### src/hw/rtl/chipset_memory_route_decoder_unit_defines.svh
// Assertion macros shared by the memory route decoder RTL.
`ifndef CHIPSET_MEMORY_ROUTE_DECODER_UNIT_DEFINES_SVH
`define CHIPSET_MEMORY_ROUTE_DECODER_UNIT_DEFINES_SVH
`ifndef NO_ASSERTIONS
`define CMRD_ASSERT_IMPL(label, ante, cons) \
    label: assert property (@(posedge i_clk) disable iff (!i_rst_n) (ante) |-> (cons)) \
        else $error("assertion failed");
`define CMRD_ASSERT_NEXT(label, ante, cons) \
    label: assert property (@(posedge i_clk) disable iff (!i_rst_n) (ante) |=> (cons)) \
        else $error("assertion failed");
`else
`define CMRD_ASSERT_IMPL(label, ante, cons)
`define CMRD_ASSERT_NEXT(label, ante, cons)
`endif
`endif

### src/hw/rtl/cmrd_pkg.sv
// Types and constants for the memory route decoder.
package cmrd_pkg;

    localparam int MapEntriesDefault = 64;

    typedef enum logic [1:0] {
        TGT_RAM  = 2'd0,
        TGT_EXT  = 2'd1,
        TGT_FW   = 2'd2,
        TGT_OPEN = 2'd3
    } t_target;

    localparam logic KIND_RESOLVE   = 1'b0;
    localparam logic KIND_MAP_WRITE = 1'b1;

    localparam logic [1:0] REG_CONTROL   = 2'd0;
    localparam logic [1:0] REG_BANK_SIZE = 2'd1;
    localparam logic [1:0] REG_BANKS     = 2'd2;

    localparam logic [7:0] CONTROL_RESET = 8'd0;
    localparam logic       BANK_SIZE_RESET = 1'b0;
    localparam logic [2:0] BANKS_RESET   = 3'd1;

    typedef struct packed {
        logic        kind;
        logic [23:0] address;
        logic        is_cpu;
        logic        a20_enabled;
        logic [5:0]  map_index;
        logic [9:0]  map_value;
    } t_cmrd_in;

    typedef struct packed {
        logic        status;
        t_target     target;
        logic [23:0] offset;
        logic        writable;
        logic [14:0] page_span;
    } t_cmrd_out;

endpackage

### src/hw/rtl/chipset_memory_route_decoder_unit.sv
// Memory route decoder: mapping register store, address route logic and APB registers.
// A transfer accepted at an edge is held in the stage-one registers, and its result is
// registered and strobed from the second stage. One transfer is taken every cycle and busy
// stays low; the mapping table read and its registered output set this two-stage pipeline.
// Reset restores the configuration registers and clears the table valid bits, so every
// mapping register reads as zero until written; there is no clearing pass.
`include "chipset_memory_route_decoder_unit_defines.svh"
module chipset_memory_route_decoder_unit #(
    parameter int MAP_ENTRIES = cmrd_pkg::MapEntriesDefault
) (
    input  logic                i_clk,
    input  logic                i_rst_n,
    input  logic                start,
    output logic                busy,
    input  cmrd_pkg::t_cmrd_in  i_cmd,
    output logic                o_result_stb,
    output cmrd_pkg::t_cmrd_out o_result,
    input  logic                psel,
    input  logic                penable,
    input  logic                pwrite,
    input  logic [3:0]          paddr,
    input  logic [31:0]         pwdata,
    output logic [31:0]         prdata,
    output logic                pready
);
    import cmrd_pkg::*;

    localparam int IdxW = $clog2(MAP_ENTRIES);

    logic [7:0]      r_cr;
    logic            r_bsl;
    logic [2:0]      r_banks;
    logic [9:0]      r_mem [MAP_ENTRIES];
    logic [MAP_ENTRIES-1:0] r_vld;

    logic            r_s1_vld;
    logic            r_s1_kind;
    logic [23:0]     r_s1_addr;
    logic            r_s1_hit;
    logic [9:0]      r_map_rd;
    logic            r_map_vld;

    logic            r_res_stb;
    t_cmrd_out       r_res;

    logic            accept;
    logic            cfg_wr;
    logic [23:0]     a0;
    logic            win_lo;
    logic            win_hi;
    logic [5:0]      slot0;
    logic [IdxW-1:0] rd_idx;
    logic [IdxW-1:0] wr_idx;

    logic [23:0]     a;
    logic [14:0]     contig;
    logic [2:0]      sel_cnt;
    logic [23:0]     selected;
    logic [23:0]     top;
    logic [23:0]     ram;
    logic            fw;
    logic            shadow;
    logic [9:0]      entry;
    logic            slot_en;
    logic [23:0]     off;
    logic [23:0]     avail;
    t_cmrd_out       n_res;

    assign busy   = 1'b0;
    assign pready = 1'b1;
    assign accept = start && !busy;
    assign cfg_wr = psel && penable && pwrite && pready;

    always_comb begin
        unique case (paddr[3:2])
            REG_CONTROL:   prdata = {24'd0, r_cr};
            REG_BANK_SIZE: prdata = {31'd0, r_bsl};
            REG_BANKS:     prdata = {29'd0, r_banks};
            default:       prdata = 32'd0;
        endcase
    end

    always_comb begin
        a0 = i_cmd.address;
        if (i_cmd.is_cpu && !i_cmd.a20_enabled) begin
            a0[20] = 1'b0;
        end
        win_lo = (a0 >= 24'h040000) && (a0 < 24'h0a0000);
        win_hi = (a0 >= 24'h0c0000) && (a0 < 24'h0e0000);
        slot0  = win_lo ? (a0[19:14] - 6'd16) : (a0[19:14] - 6'd24);
        rd_idx = IdxW'({r_cr[0], slot0[4:0]});
        wr_idx = i_cmd.map_index[IdxW-1:0];
    end

    always_ff @(posedge i_clk) begin
        if (accept && i_cmd.kind == KIND_MAP_WRITE) begin
            r_mem[wr_idx] <= i_cmd.map_value;
        end
        if (accept) begin
            r_map_rd  <= r_mem[rd_idx];
            r_s1_kind <= i_cmd.kind;
            r_s1_addr <= a0;
            r_s1_hit  <= r_cr[1] && (win_lo || win_hi);
        end
        r_res <= n_res;
    end

    always_ff @(posedge i_clk) begin
        if (!i_rst_n) begin
            r_cr      <= CONTROL_RESET;
            r_bsl     <= BANK_SIZE_RESET;
            r_banks   <= BANKS_RESET;
            r_vld     <= '0;
            r_s1_vld  <= 1'b0;
            r_map_vld <= 1'b0;
            r_res_stb <= 1'b0;
        end else begin
            if (cfg_wr) begin
                unique case (paddr[3:2])
                    REG_CONTROL:   r_cr    <= pwdata[7:0];
                    REG_BANK_SIZE: r_bsl   <= pwdata[0];
                    REG_BANKS:     r_banks <= pwdata[2:0];
                    default:       ;
                endcase
            end
            if (accept && i_cmd.kind == KIND_MAP_WRITE) begin
                r_vld[wr_idx] <= 1'b1;
            end
            if (accept) begin
                r_map_vld <= r_vld[rd_idx];
            end
            r_s1_vld  <= accept;
            r_res_stb <= r_s1_vld;
        end
    end

    always_comb begin
        a        = r_s1_addr;
        contig   = 15'h4000 - {1'b0, a[13:0]};
        sel_cnt  = {1'b0, r_cr[6:5]} + 3'd1;
        selected = r_cr[7] ? {sel_cnt, 21'd0} : {2'd0, sel_cnt, 19'd0};
        top      = selected + (r_cr[2] ? 24'd0 : 24'h060000);
        ram      = r_bsl ? {r_banks, 21'd0} : {2'd0, r_banks, 19'd0};
        fw       = ((a >= 24'h0e0000) && (a <= 24'h0fffff)) || (a >= 24'hfe0000);
        shadow   = fw && r_cr[2] && (a[16] ? r_cr[4] : r_cr[3]);
        entry    = r_map_vld ? r_map_rd : 10'd0;
        slot_en  = r_s1_hit && entry[9];

        if (fw) begin
            off = {4'd0, a[19:0] ^ 20'h10000};
        end else if (slot_en) begin
            if (r_cr[7]) begin
                off = {1'b0, entry[8:7], entry[6:5], entry[4:0], a[13:0]};
            end else begin
                off = {3'd0, entry[8:7], entry[4:0], a[13:0]};
            end
        end else if ((a >= 24'h100000) && !r_cr[2]) begin
            off = a - 24'h060000;
        end else begin
            off = a;
        end
        avail = ram - off;

        n_res = '0;
        priority if (r_s1_kind == KIND_MAP_WRITE) begin
            n_res = '0;
        end else if (fw && !shadow) begin
            n_res.target    = TGT_FW;
            n_res.offset    = {7'd0, a[16:0]};
            n_res.page_span = contig;
        end else if (!fw && !slot_en && (a < 24'h0a0000) && (selected < 24'h100000)) begin
            n_res.status = 1'b1;
        end else if (!fw && !slot_en && (a >= 24'h0a0000)
                     && !((a >= 24'h100000) && (a < top))) begin
            n_res.target    = TGT_EXT;
            n_res.offset    = a;
            n_res.writable  = 1'b1;
            n_res.page_span = contig;
        end else if (r_cr[7] != r_bsl) begin
            n_res.status = 1'b1;
        end else if (off < ram) begin
            n_res.target    = TGT_RAM;
            n_res.offset    = off;
            n_res.writable  = !shadow;
            n_res.page_span = (avail < {9'd0, contig}) ? avail[14:0] : contig;
        end else begin
            n_res.target    = TGT_OPEN;
            n_res.page_span = contig;
        end
    end

    assign o_result_stb = r_res_stb;
    assign o_result     = r_res;

    `CMRD_ASSERT_NEXT(a_accept_to_stage, accept, r_s1_vld)
    `CMRD_ASSERT_NEXT(a_stage_to_strobe, r_s1_vld, o_result_stb)
    `CMRD_ASSERT_NEXT(a_map_write_zero, r_s1_vld && r_s1_kind == KIND_MAP_WRITE, o_result == '0)
    `CMRD_ASSERT_IMPL(a_unsupported_zero, o_result_stb && o_result.status, o_result.target == TGT_RAM && o_result.offset == 24'd0 && !o_result.writable && o_result.page_span == 15'd0)
    `CMRD_ASSERT_IMPL(a_open_bus_clean, o_result_stb && o_result.target == TGT_OPEN, o_result.offset == 24'd0 && !o_result.writable)

endmodule
### config.mk
export PLATFORM = sky130hd
export DESIGN_NAME = chipset_memory_route_decoder_unit
export DESIGN_NICKNAME = d
export VERILOG_FILES = /design/src/hw/rtl/cmrd_pkg.sv /design/src/hw/rtl/chipset_memory_route_decoder_unit.sv
export VERILOG_INCLUDE_DIRS = /design/src /design/src/hw/rtl
export SDC_FILE = /design/constraint.sdc
export NUM_CORES = 1
export LEC_CHECK = 0
export BUFFER_PORTS_ARGS = -buffer_cell sky130_fd_sc_hd__buf_2
export CAP_MARGIN = 20
export CELL_PAD_IN_SITES_DETAIL_PLACEMENT = 1
export CELL_PAD_IN_SITES_GLOBAL_PLACEMENT = 1
export CORE_MARGIN = 4
export CORE_UTILIZATION = 53
export CTS_CLUSTER_DIAMETER = 30
export CTS_CLUSTER_SIZE = 10
export DETAILED_ROUTE_END_ITERATION = 8
export GPL_ROUTABILITY_DRIVEN = 0
export PLACE_DENSITY_LB_ADDON = 0.1
export SLEW_MARGIN = 20
export SYNTH_ARGS = -nofsm -noshare
export SYNTH_HDL_FRONTEND = slang
export SYNTH_SLANG_ARGS = --single-unit
### constraint.sdc
create_clock -name i_clk -period 4.3 [get_ports i_clk]
set_input_delay 0.43 -clock i_clk [delete_from_list [all_inputs] [get_ports i_clk]]
set_output_delay 0.43 -clock i_clk [all_outputs]
set_load 0.03 [all_outputs]
==> impl_results.md, run 1 <==
* Top cells by area, synth: edfxtp_1 (63%), mux4_2 (13%), dfxtp_1 (7.6%)
* Final Instance Area at ~40000 sq um
* Most frequent cells in the layout: edfxtp_1 (676), mux4_2 (187), clkbuf_16 (157)
* Via count at roughly 19000
* Placed cell count at ~2700
* Core area at slightly below 60000 sq um
* Clock slew at reported path FFs at around 50 ps
* Max-Cap Viols at 0
* Hold Vio Cnt, Final at 0
* # DRC at 0
* Final net count at around 2200
* Worst reg2reg setup slack at 100 ps
* Initial antenna violation count at 5
* GRT overflow at 0
* Placed Area at 33900 sq um
* Pre-CTS setup slack at -171 ps
* Arrival time at the worst endpoint at 4810 ps
* Detail Route Antenna Nets at 0
* Die height at 254 um
* Worst path required time at ~4900 ps
* Flops & latches, synth at 798
* Critical path class: reg2reg
* DR top layer: met5
* Site Rows at 89
* Post-synthesis cell area at about 32000 sq um
* Insertion delay of the later-clocked pin in the worst-skew pair at between 700 and 800 ps
* TritonCTS Sinks at roughly 800
* Startpoint Class: flip-flop
* Largest net degree at the start of global routing at 70
* Buffers on Ports at 110
* Number of synthesized flops with an enable pin at between 600 and 700
* Worst reg2reg path startpoint: a[10]$_DFFE_PP_
* Worst-case reg-to-reg path depth at 14
* Most common cell after layout, fill and taps aside: edfxtp_1
* Global-route wire length before repair at 132000 um
* Fin cells at just over 3000
* P per Cell Area at 554 nW/um^2
* Total wire length at between 80000 and 90000 um
* WL met1 at 34900 um
* CTS Root Cell: clkbuf_16
* Initial cell density of the core at between 50% and 60%
* Initial DRC count at 1707
* Drt via density at ~6
* Setup ws final at roughly 100 ps
* Unique masters post-synth at 68
* Critical Path Source: a[10]$_DFFE_PP_
* Overall routing resource usage at between 20% and 30%
* P&R area growth vs syn at 23.9%
* CTS tree: yes
* Period utilization at 97.6%
* H-tree depth at 4
* Chip width at 254 um
* Vias in the first global route at roughly 20000
* Max Clock Skew at 20.9 ps
* Crit path max fanout at 4
* Routed WL per cell at 29.3 um
* Peak VDD IR at 0.000461 V
* Worst Hold Class: in2reg
* CP endpoint kind: flip-flop
* Max Freq at between 200 and 250 MHz
* Layout cells sized above 1 at 31.0%
* Mapped Cells at around 1800
* Static Leak at around 0.014 uW
* R2R Path End: o_result[14]$_SDFF_PP0_
* Full die area at 64300 sq um
* DP Wirelength at around 50000 um
* Synth top area share at about 63%
* Yosys warns at 0
* Slew headroom at between 20 and 30%
* # IOs at roughly 160
* Ys async rst share at 0%
* Crit path capture: o_result[14]$_SDFF_PP0_
* Clock Tree Buf Depth at 3
* Setup violators final at 0
* Dominant cell type by area after synthesis: edfxtp_1
* Worst slew pin tran at ~1100 ps
* Routed wl met3 at 6320 um
* Syn Area/Cell at roughly 18 sq um
* Period minus WS final at 4200 ps
* TritonCTS Buffers at approximately 150
* Met2 routed WL at 43500 um
* Register area share after synthesis at 71.1%
* Detailed Routing Iterations Pass 1 at 7
* Top FF cell, synth: edfxtp_1
* Status: complete, no violations
* Slew Viols, Final at 0
[cell type report]
class                   instances  area [sq um]
flip-flops and latches        798         22700
fillers                      4964         19700
diodes                          3          7.51
multi-input cells             890          8730
repair buffers                254          1830
well taps                     773           967
inverters                      12          45.0
clock buffers                 186          4110
clock inverters               101          1190
[worst min-delay path by stage]
stage | from | to | depth (start not counted)
finish | start | a[16]$_DFFE_PP_ | 1
global route | start | a[16]$_DFFE_PP_ | 1
CTS | start | r_map_rd[4]$_DFFE_PP_ | 1
detailed placement | r_s1_vld$_SDFF_PN0_ | o_result_stb$_SDFF_PN0_ | 1
global placement | r_s1_vld$_SDFF_PN0_ | o_result_stb$_SDFF_PN0_ | 1
floorplan | r_s1_vld$_SDFF_PN0_ | o_result_stb$_SDFF_PN0_ | 1
[cell usage after synthesis, types with 12 or more instances]
cell type  instances
edfxtp_1         676
nor2b_1           50
nor2_1           117
buf_4             28
mux4_2           187
o21a_1            71
and2_1            22
a21oi_1           63
clkbuf_1          71
nand2_1           62
buf_1             19
ha_1              17
o21ai_0           14
mux2i_1           64
nand3_1           16
dfxtp_1          122
inv_1             12
a211oi_1          46
[registers in the layout (all words and copies together), names as in the netlist, 3 cells and up]
register / flops
o_result: 43
r_banks: 3
r_cr: 8
r_vld: 64
r_mem: 640
a: 24
r_map_rd: 10
[cell families (layout without fill, tap and decap cells)]
family | Yosys count | after routing | share of synthesized area [%]
compound gates | 240 | 240 | 5.19
xor+xnor | 17 | 17 | 0.466
fa+ha+maj | 17 | 17 | 0.665
buf+inv | 139 | 553 | 2.03
flops | 798 | 798 | 71.1
mux | 253 | 253 | 15.2
other cells | 2 | 29 | 0.0235
simple gates | 337 | 337 | 5.28
[report_power, final]
group          internal [uW]  switching [uW]
combinational            448             803
clock                   7940            4180
sequential              8510            52.6
total                  16900            5030
[worst max-delay path, stage by stage, from the launching register on]
cell and delay [ps]:
edfxtp_1 470, nor4_2 330, buf_4 170, nand4_1 230, a21oi_2 250, nor2_1 100
o21ai_0 150, ha_1 320, a21o_1 220, a21oi_1 280, o221ai_1 150, or3b_1 370
or3b_1 400, o41a_1 370, a221o_1 260
[metal layers]
metal	global-route usage [%]	vias up
met2	45.9	860
met4	12.8	4
met1	36.8	9677
li1	-	7798
met5	0	-
met3	6.20	222
[metrics by stage]
stage	total power, uW	TNS (ps)	hold WS [ps]	utilization [%]
finish	21900	0	175	66.8
global route	22600	-52.7	167	66.8
CTS	22100	0	138	66.6
detailed placement	9900	-2250	431	57.1
global placement	9860	0	418	57.1
floorplan	9430	0	412	-
[timing repair]
item,CTS,global route
setup endpoints to repair,15,15
hold endpoints to repair,29,0
pin swaps,1,1
hold buffers,29,0
gates resized for setup,0,10
buffers inserted,2,2
gates cloned,0,0
No activity file was read; power rests on OpenSTA's default activity.
==> run 2, diff against run 1 <==
CELL_PAD_IN_SITES_DETAIL_PLACEMENT = default   (was 1)
CELL_PAD_IN_SITES_GLOBAL_PLACEMENT = default   (was 1)
CORE_UTILIZATION = 60   (was 53)
PLACE_DENSITY = 0.78   (was default)
PLACE_DENSITY_LB_ADDON = default   (was 0.1)
==> run 2 against run 1 <==
  * Setup slack worse by 5.9 ps
  * Cell count decreased by 5.1%
  * Die area decreased by 11%
  * Non-clock buffer count decreased by 32
  * Clock skew up 0.59 ps
  * Utilization is 7.0 points higher
  * Power down 3.8%
  * Largest power group unchanged
==> impl_results.md, run 2 (same netlist as run 1, synthesis figures left out) <==
* CP max-delay cell: edfxtp_1
* Clock Tree Buf Depth at 3
* Setup violators final at 0
* Final hold slack at 148 ps
* Fin cells at around 2900
* Crit path depth at 16
* Arrival time at the worst endpoint at roughly 4800 ps
* Core area at roughly 53000 sq um
* Reg power frac at roughly 41%
* Buffers on Ports at 110
* Finished Core Util at about 74%
* # IOs at 163
* Detail Route Antenna Nets at 0
* Period utilization at between 90% and 100%
* # DRC at 0
* WHS Path Cells at 2
* Peak VDD IR at between 0.0004 and 0.0005 V
* Placed cell count at 2576
* Initial cell density of the core at between 60% and 70%
* TritonCTS Buffers at approximately 140
* P per Cell Area at ~540 nW/um^2
* Worst Hold Class: in2reg
* Hold EP: a[20]$_DFFE_PP_
* Largest net degree at the start of global routing at 81
* Pint at 16600 uW
* Vias in the first global route at 18900
* Most frequent cells in the layout: edfxtp_1 (676), mux4_2 (187), clkbuf_16 (145)
* Max incr delay on CP at 450 ps
* Chip width at between 200 and 250 um
* Switching part of the total at a little over a fifth
* Slew Viols, Final at 0
* Status: complete, no violations
* Insertion delay of the later-clocked pin in the worst-skew pair at about 700 ps
* CP dominant cell by count: a21o_1
* DP Wirelength at ~44000 um
* Clock power frac at between 50% and 60%
* Initial DRC count at between 2000 and 2500
* Worst reg2reg setup slack at approximately 97 ps
* Final Instance Area at 38800 sq um
* GRT overflow at 0
* Net Sw Power at approximately 4500 uW
* Max Clock Skew at ~21 ps
* Period minus WS final at about 4200 ps
* Fillers at roughly 2900
* Hold_sp: i_cmd[17]
* Biggest register: r_mem
* Site Rows at between 80 and 90
* Hold Vio Cnt, Final at 0
* Max Freq at around 240 MHz
* Worst-case reg-to-reg path depth at 16
* Worst-path cell chain: nor4b_2, buf_4, nand4_1, a21o_1, nand2_1, nor2_1, a21oi_1, ha_2, a21o_1, a21o_1, o21a_1, o221ai_1, or3b_1, or3b_1, o41a_1, a221o_1
* Critical path class: reg2reg
* Max reg flops at 640
* Slew headroom at 26.6%
* Worst slew pin tran at around 1100 ps
* R2R Path End: o_result[14]$_SDFF_PP0_
* Placed Area at about 34000 sq um
* Detailed Routing Iterations Pass 1 at 5
* Worst path required time at ~5000 ps
* CP top delay family: compound AO/OA/AOI/OAI gates
* Buf/Inv on CP at 1
* Via count at roughly 18000
* H-tree depth at 4
* Full die area at ~57000 sq um
* Clock slew at reported path FFs at roughly 50 ps
* P&R area growth vs syn at 21.4%
* Max-Cap Viols at 0
* CTS Root Cell: clkbuf_16
* CP endpoint kind: flip-flop
* Global-route wire length before repair at between 100000 and 150000 um
* Crit path max fanout at 5
* CTS tree: yes
* Most common cell after layout, fill and taps aside: edfxtp_1
* Routed WL per cell at ~28 um
* Drt via density at roughly 6.4
* Worst reg2reg path startpoint: a[14]$_DFFE_PP_
* TritonCTS Sinks at roughly 800
* Die height at around 240 um
* Total wire length at roughly 79000 um
* Static Leak at 0.0134 uW
* Initial antenna violation count at 3
* Critical Path Source: a[14]$_DFFE_PP_
* Final net count at approximately 2200
* Layout cells sized above 1 at around 29%
* Comb power frac at between 5 and 6%
* Startpoint Class: flip-flop
* Overall routing resource usage at 28.1%
-- run 2: worst max path at each step --
stage / endpoint / slack (ps)
4_1_cts: o_result[14]$_SDFF_PP0_ / 90
5_1_grt: o_result[14]$_SDFF_PP0_ / -50
2_1_floorplan: o_result[14]$_SDFF_PP0_ / 350
3_5_place_dp: o_result[14]$_SDFF_PP0_ / 100
3_3_place_gp: o_result[14]$_SDFF_PP0_ / 200
6_report: o_result[14]$_SDFF_PP0_ / 100
-- run 2: layout make-up --
class,count,area [sq um],area share [%]
Clock inverter,72,1040,2.67
Clock buffer,176,3810,9.83
Antenna cell,5,12.5,0.0322
Tap cell,688,861,2.22
Timing Repair Buffer,222,1570,4.05
Sequential cell,798,22700,58.6
Inverter,12,45.0,0.116
Multi-Input combinational cell,890,8740,22.5
-- run 2: timing repair --
action                                 in CTS  in global routing
setup endpoints to repair                   0                 15
buffers inserted                            0                  4
endpoints found under the hold margin      30                  0
resized for setup                           0                  9
hold buffers                               29                  0
-- run 2: power by group through the flow --
| stage | clock, uW | combinational, uW | sequential [uW] |
|---|---|---|---|
| floorplan | 0 | 656 | 8770 |
| CTS | 11400 | 1190 | 8560 |
| global placement | 0 | 1130 | 8690 |
| finish | 11300 | 1210 | 8560 |
| detailed placement | 0 | 1150 | 8700 |
| global route | 11800 | 1280 | 8560 |
-- run 2: per-layer routing --
metal | vias up | routed length, um | global-route usage (%)
li1 | 7680 | - | -
met1 | 9309 | 29000 | 36.5
met2 | 1134 | 39200 | 45.6
met3 | 242 | 7540 | 7.29
met4 | 2 | 3440 | 12.6
met5 | - | 16 | 0
-- run 2: metrics by stage --
stage	TNS, ps	power, uW	setup WS [ps]
finish	0	21100	96.8
global route	-45.1	21600	-45.1
CTS	0	21100	87.1
detailed placement	0	9850	103
global placement	0	9820	199
floorplan	0	9430	349
==> run 3, diff against run 2 <==
BUFFER_PORTS_ARGS = -buffer_cell sky130_fd_sc_hd__buf_4   (was -buffer_cell sky130_fd_sc_hd__buf_2)
==> run 3 against run 2 <==
  * Critical path depth down 1
  * Sequential power about the same
  * Flip-flop and latch count unchanged
  * Clock-buffer cell count down 17
  * Highest routed layer is now met4
  * Largest cell class unchanged
  * Global-route usage down 0.27 points
  * Via count about the same
==> impl_results.md, run 3 (same netlist as run 1, synthesis figures left out) <==
* Detail Route Antenna Nets at 0
* CTS tree: yes
* Via count at 18400
* Clock Tree Buf Depth at 3
* Worst-case reg-to-reg path depth at 15
* Vias in the first global route at about 19000
* Initial cell density of the core at roughly three fifths
* Layout cells sized above 1 at between 20 and 30%
* Buffers on Ports at between 100 and 150
* Crit path max fanout at 6
* DP Wirelength at 43700 um
* Reg power frac at roughly two fifths
* Most frequent cells in the layout: edfxtp_1 (676), buf_4 (210), mux4_2 (187)
* Insertion delay of the later-clocked pin in the worst-skew pair at 710 ps
* Status: complete, no violations
* Overall routing resource usage at ~28%
* TritonCTS Sinks at between 700 and 800
* Peak VDD IR at 0.000493 V
* Slew headroom at around 27%
* Core area at approximately 53000 sq um
* Total wire length at just under 80000 um
* Initial DRC count at around 2100
* Clock slew at reported path FFs at ~50 ps
* Setup violators final at 0
* Max-Cap Viols at 0
* Max Clock Skew at roughly 19 ps
* Worst reg2reg path startpoint: a[22]$_DFFE_PP_
* Period utilization at approximately 96%
* Max reg flops at 640
* Most common cell after layout, fill and taps aside: edfxtp_1
* Die height at between 200 and 250 um
* Max Freq at 241 MHz
* Register area at between 20000 and 25000 sq um
* Site Rows at 84
* CP endpoint kind: flip-flop
* Hold_sp: pwdata[7]
* Finished Core Util at 74.1%
* H-tree depth at 4
* Critical Path Source: a[22]$_DFFE_PP_
* Area of the multi-input gates at 8710 sq um
* Setup ws final at approximately 150 ps
* Largest net degree at the start of global routing at 83
* # DRC at 0
* P per Cell Area at around 530 nW/um^2
* Static Leak at 0.0135 uW
* Critical path class: reg2reg
* Pint at between 15000 and 20000 uW
* WHS Path Cells at 3
* Fillers at ~2900
* Arrival time at the worst endpoint at approximately 4700 ps
* Detailed Routing Iterations Pass 1 at 5
* Period minus WS final at ~4100 ps
* TritonCTS Buffers at ~140
* CTS Root Cell: clkbuf_16
* Global-route wire length before repair at around 120000 um
* Net Sw Power at ~4500 uW
* Worst reg2reg setup slack at 150 ps
* P&R area growth vs syn at 22.0%
* Routed WL per cell at between 20 and 30 um
* Initial antenna violation count at 2
* Drt via density at 6.39
* # IOs at about 160
* Biggest register: r_mem
* GRT overflow at 0
* Comb power frac at under 10%
* Worst slew pin tran at approximately 1100 ps
* Full die area at 57100 sq um
* Pre-CTS setup slack at between 150 and 200 ps
* Worst path required time at between 4000 and 5000 ps
* Startpoint Class: flip-flop
* Slew Viols, Final at 0
* Switching part of the total at a little over a fifth
* Final net count at between 2000 and 2500
* Chip width at between 200 and 250 um
* Worst Hold Class: in2reg
* Clock power frac at 52.7%
* Hold Vio Cnt, Final at 0
==> run 3: changes by cell type in the layout (fill, tap and decap cells not counted), moves of 2 or more <==
cell	before	now
clkbuf_1	24	17
clkbuf_16	145	140
nor2_2	6	1
clkinv_4	7	5
buf_4	87	210
bufinv_16	23	21
diode_2	5	1
dlygate4sd3_1	29	26
clkinvlp_4	8	16
clkbuf_8	7	2
clkinv_2	14	23
nor2_1	110	116
buf_2	98	0
==> run 3: per-stage QoR <==
step           total power [uW]  instances  hold WS [ps]  setup TNS, ps  area, sq um
2_1_floorplan              9430       1827           412              0        32100
3_3_place_gp               9850       2602           441              0        34000
3_5_place_dp               9880       2602           453              0        34000
4_1_cts                   20800       2872          2.57              0        38900
5_1_grt                   21300       2877          25.0          -8.44        39000
6_report                  20700       2877          23.6              0        39000
==> run 3: cell type report <==
type                            instances  share of cell area [%]
Antenna cell                            1                 0.00642
Clock buffer                          159                    9.22
Clock inverter                         85                    2.75
Inverter                               12                   0.115
Multi-Input combinational cell        890                    22.3
Sequential cell                       798                    58.3
Tap cell                              688                    2.21
Timing Repair Buffer                  244                    5.06
==> run 3: worst paths after layout <==
path,end
hold / removal,r_cr[7]$_SDFFE_PN0P_
setup / recovery,o_result[14]$_SDFF_PP0_
setup reg to reg,o_result[14]$_SDFF_PP0_
hold reg to reg,o_result_stb$_SDFF_PN0_
==> run 3: critical path, cell delays in order (launching register included) <==
cell,delay (ps)
edfxtp_1,490
nor4_4,60
buf_4,170
or2_1,250
a211oi_2,260
xnor2_1,140
nor2_1,60
o21ai_1,200
ha_1,280
a21o_1,220
a21oi_1,270
o221ai_1,180
or3b_1,360
or3b_1,390
o41a_1,400
a221o_1,280
==> run 3: what timing repair did <==
action                                  4_1_cts  5_1_grt
endpoints found under the setup margin        0        1
gates resized for setup                       0        8
buffers inserted                              0        4
hold buffers                                 26        0
endpoints found under the hold margin        27        0
==> run 3: power by group through the flow <==
stage / sequential (uW) / combinational [uW] / clock [uW]
2_1_floorplan: 8770 / 656 / 0
3_3_place_gp: 8690 / 1160 / 0
3_5_place_dp: 8700 / 1180 / 0
4_1_cts: 8560 / 1220 / 11000
5_1_grt: 8560 / 1310 / 11400
6_report: 8560 / 1240 / 10900
==> run 3: metal layers <==
layer	up-vias	routed length (um)	track usage, %
met5	-	0	0
met4	0	2960	11.4
met1	9354	28700	36.8
met2	1094	39600	46.0
met3	222	7260	6.02
li1	7705	-	-
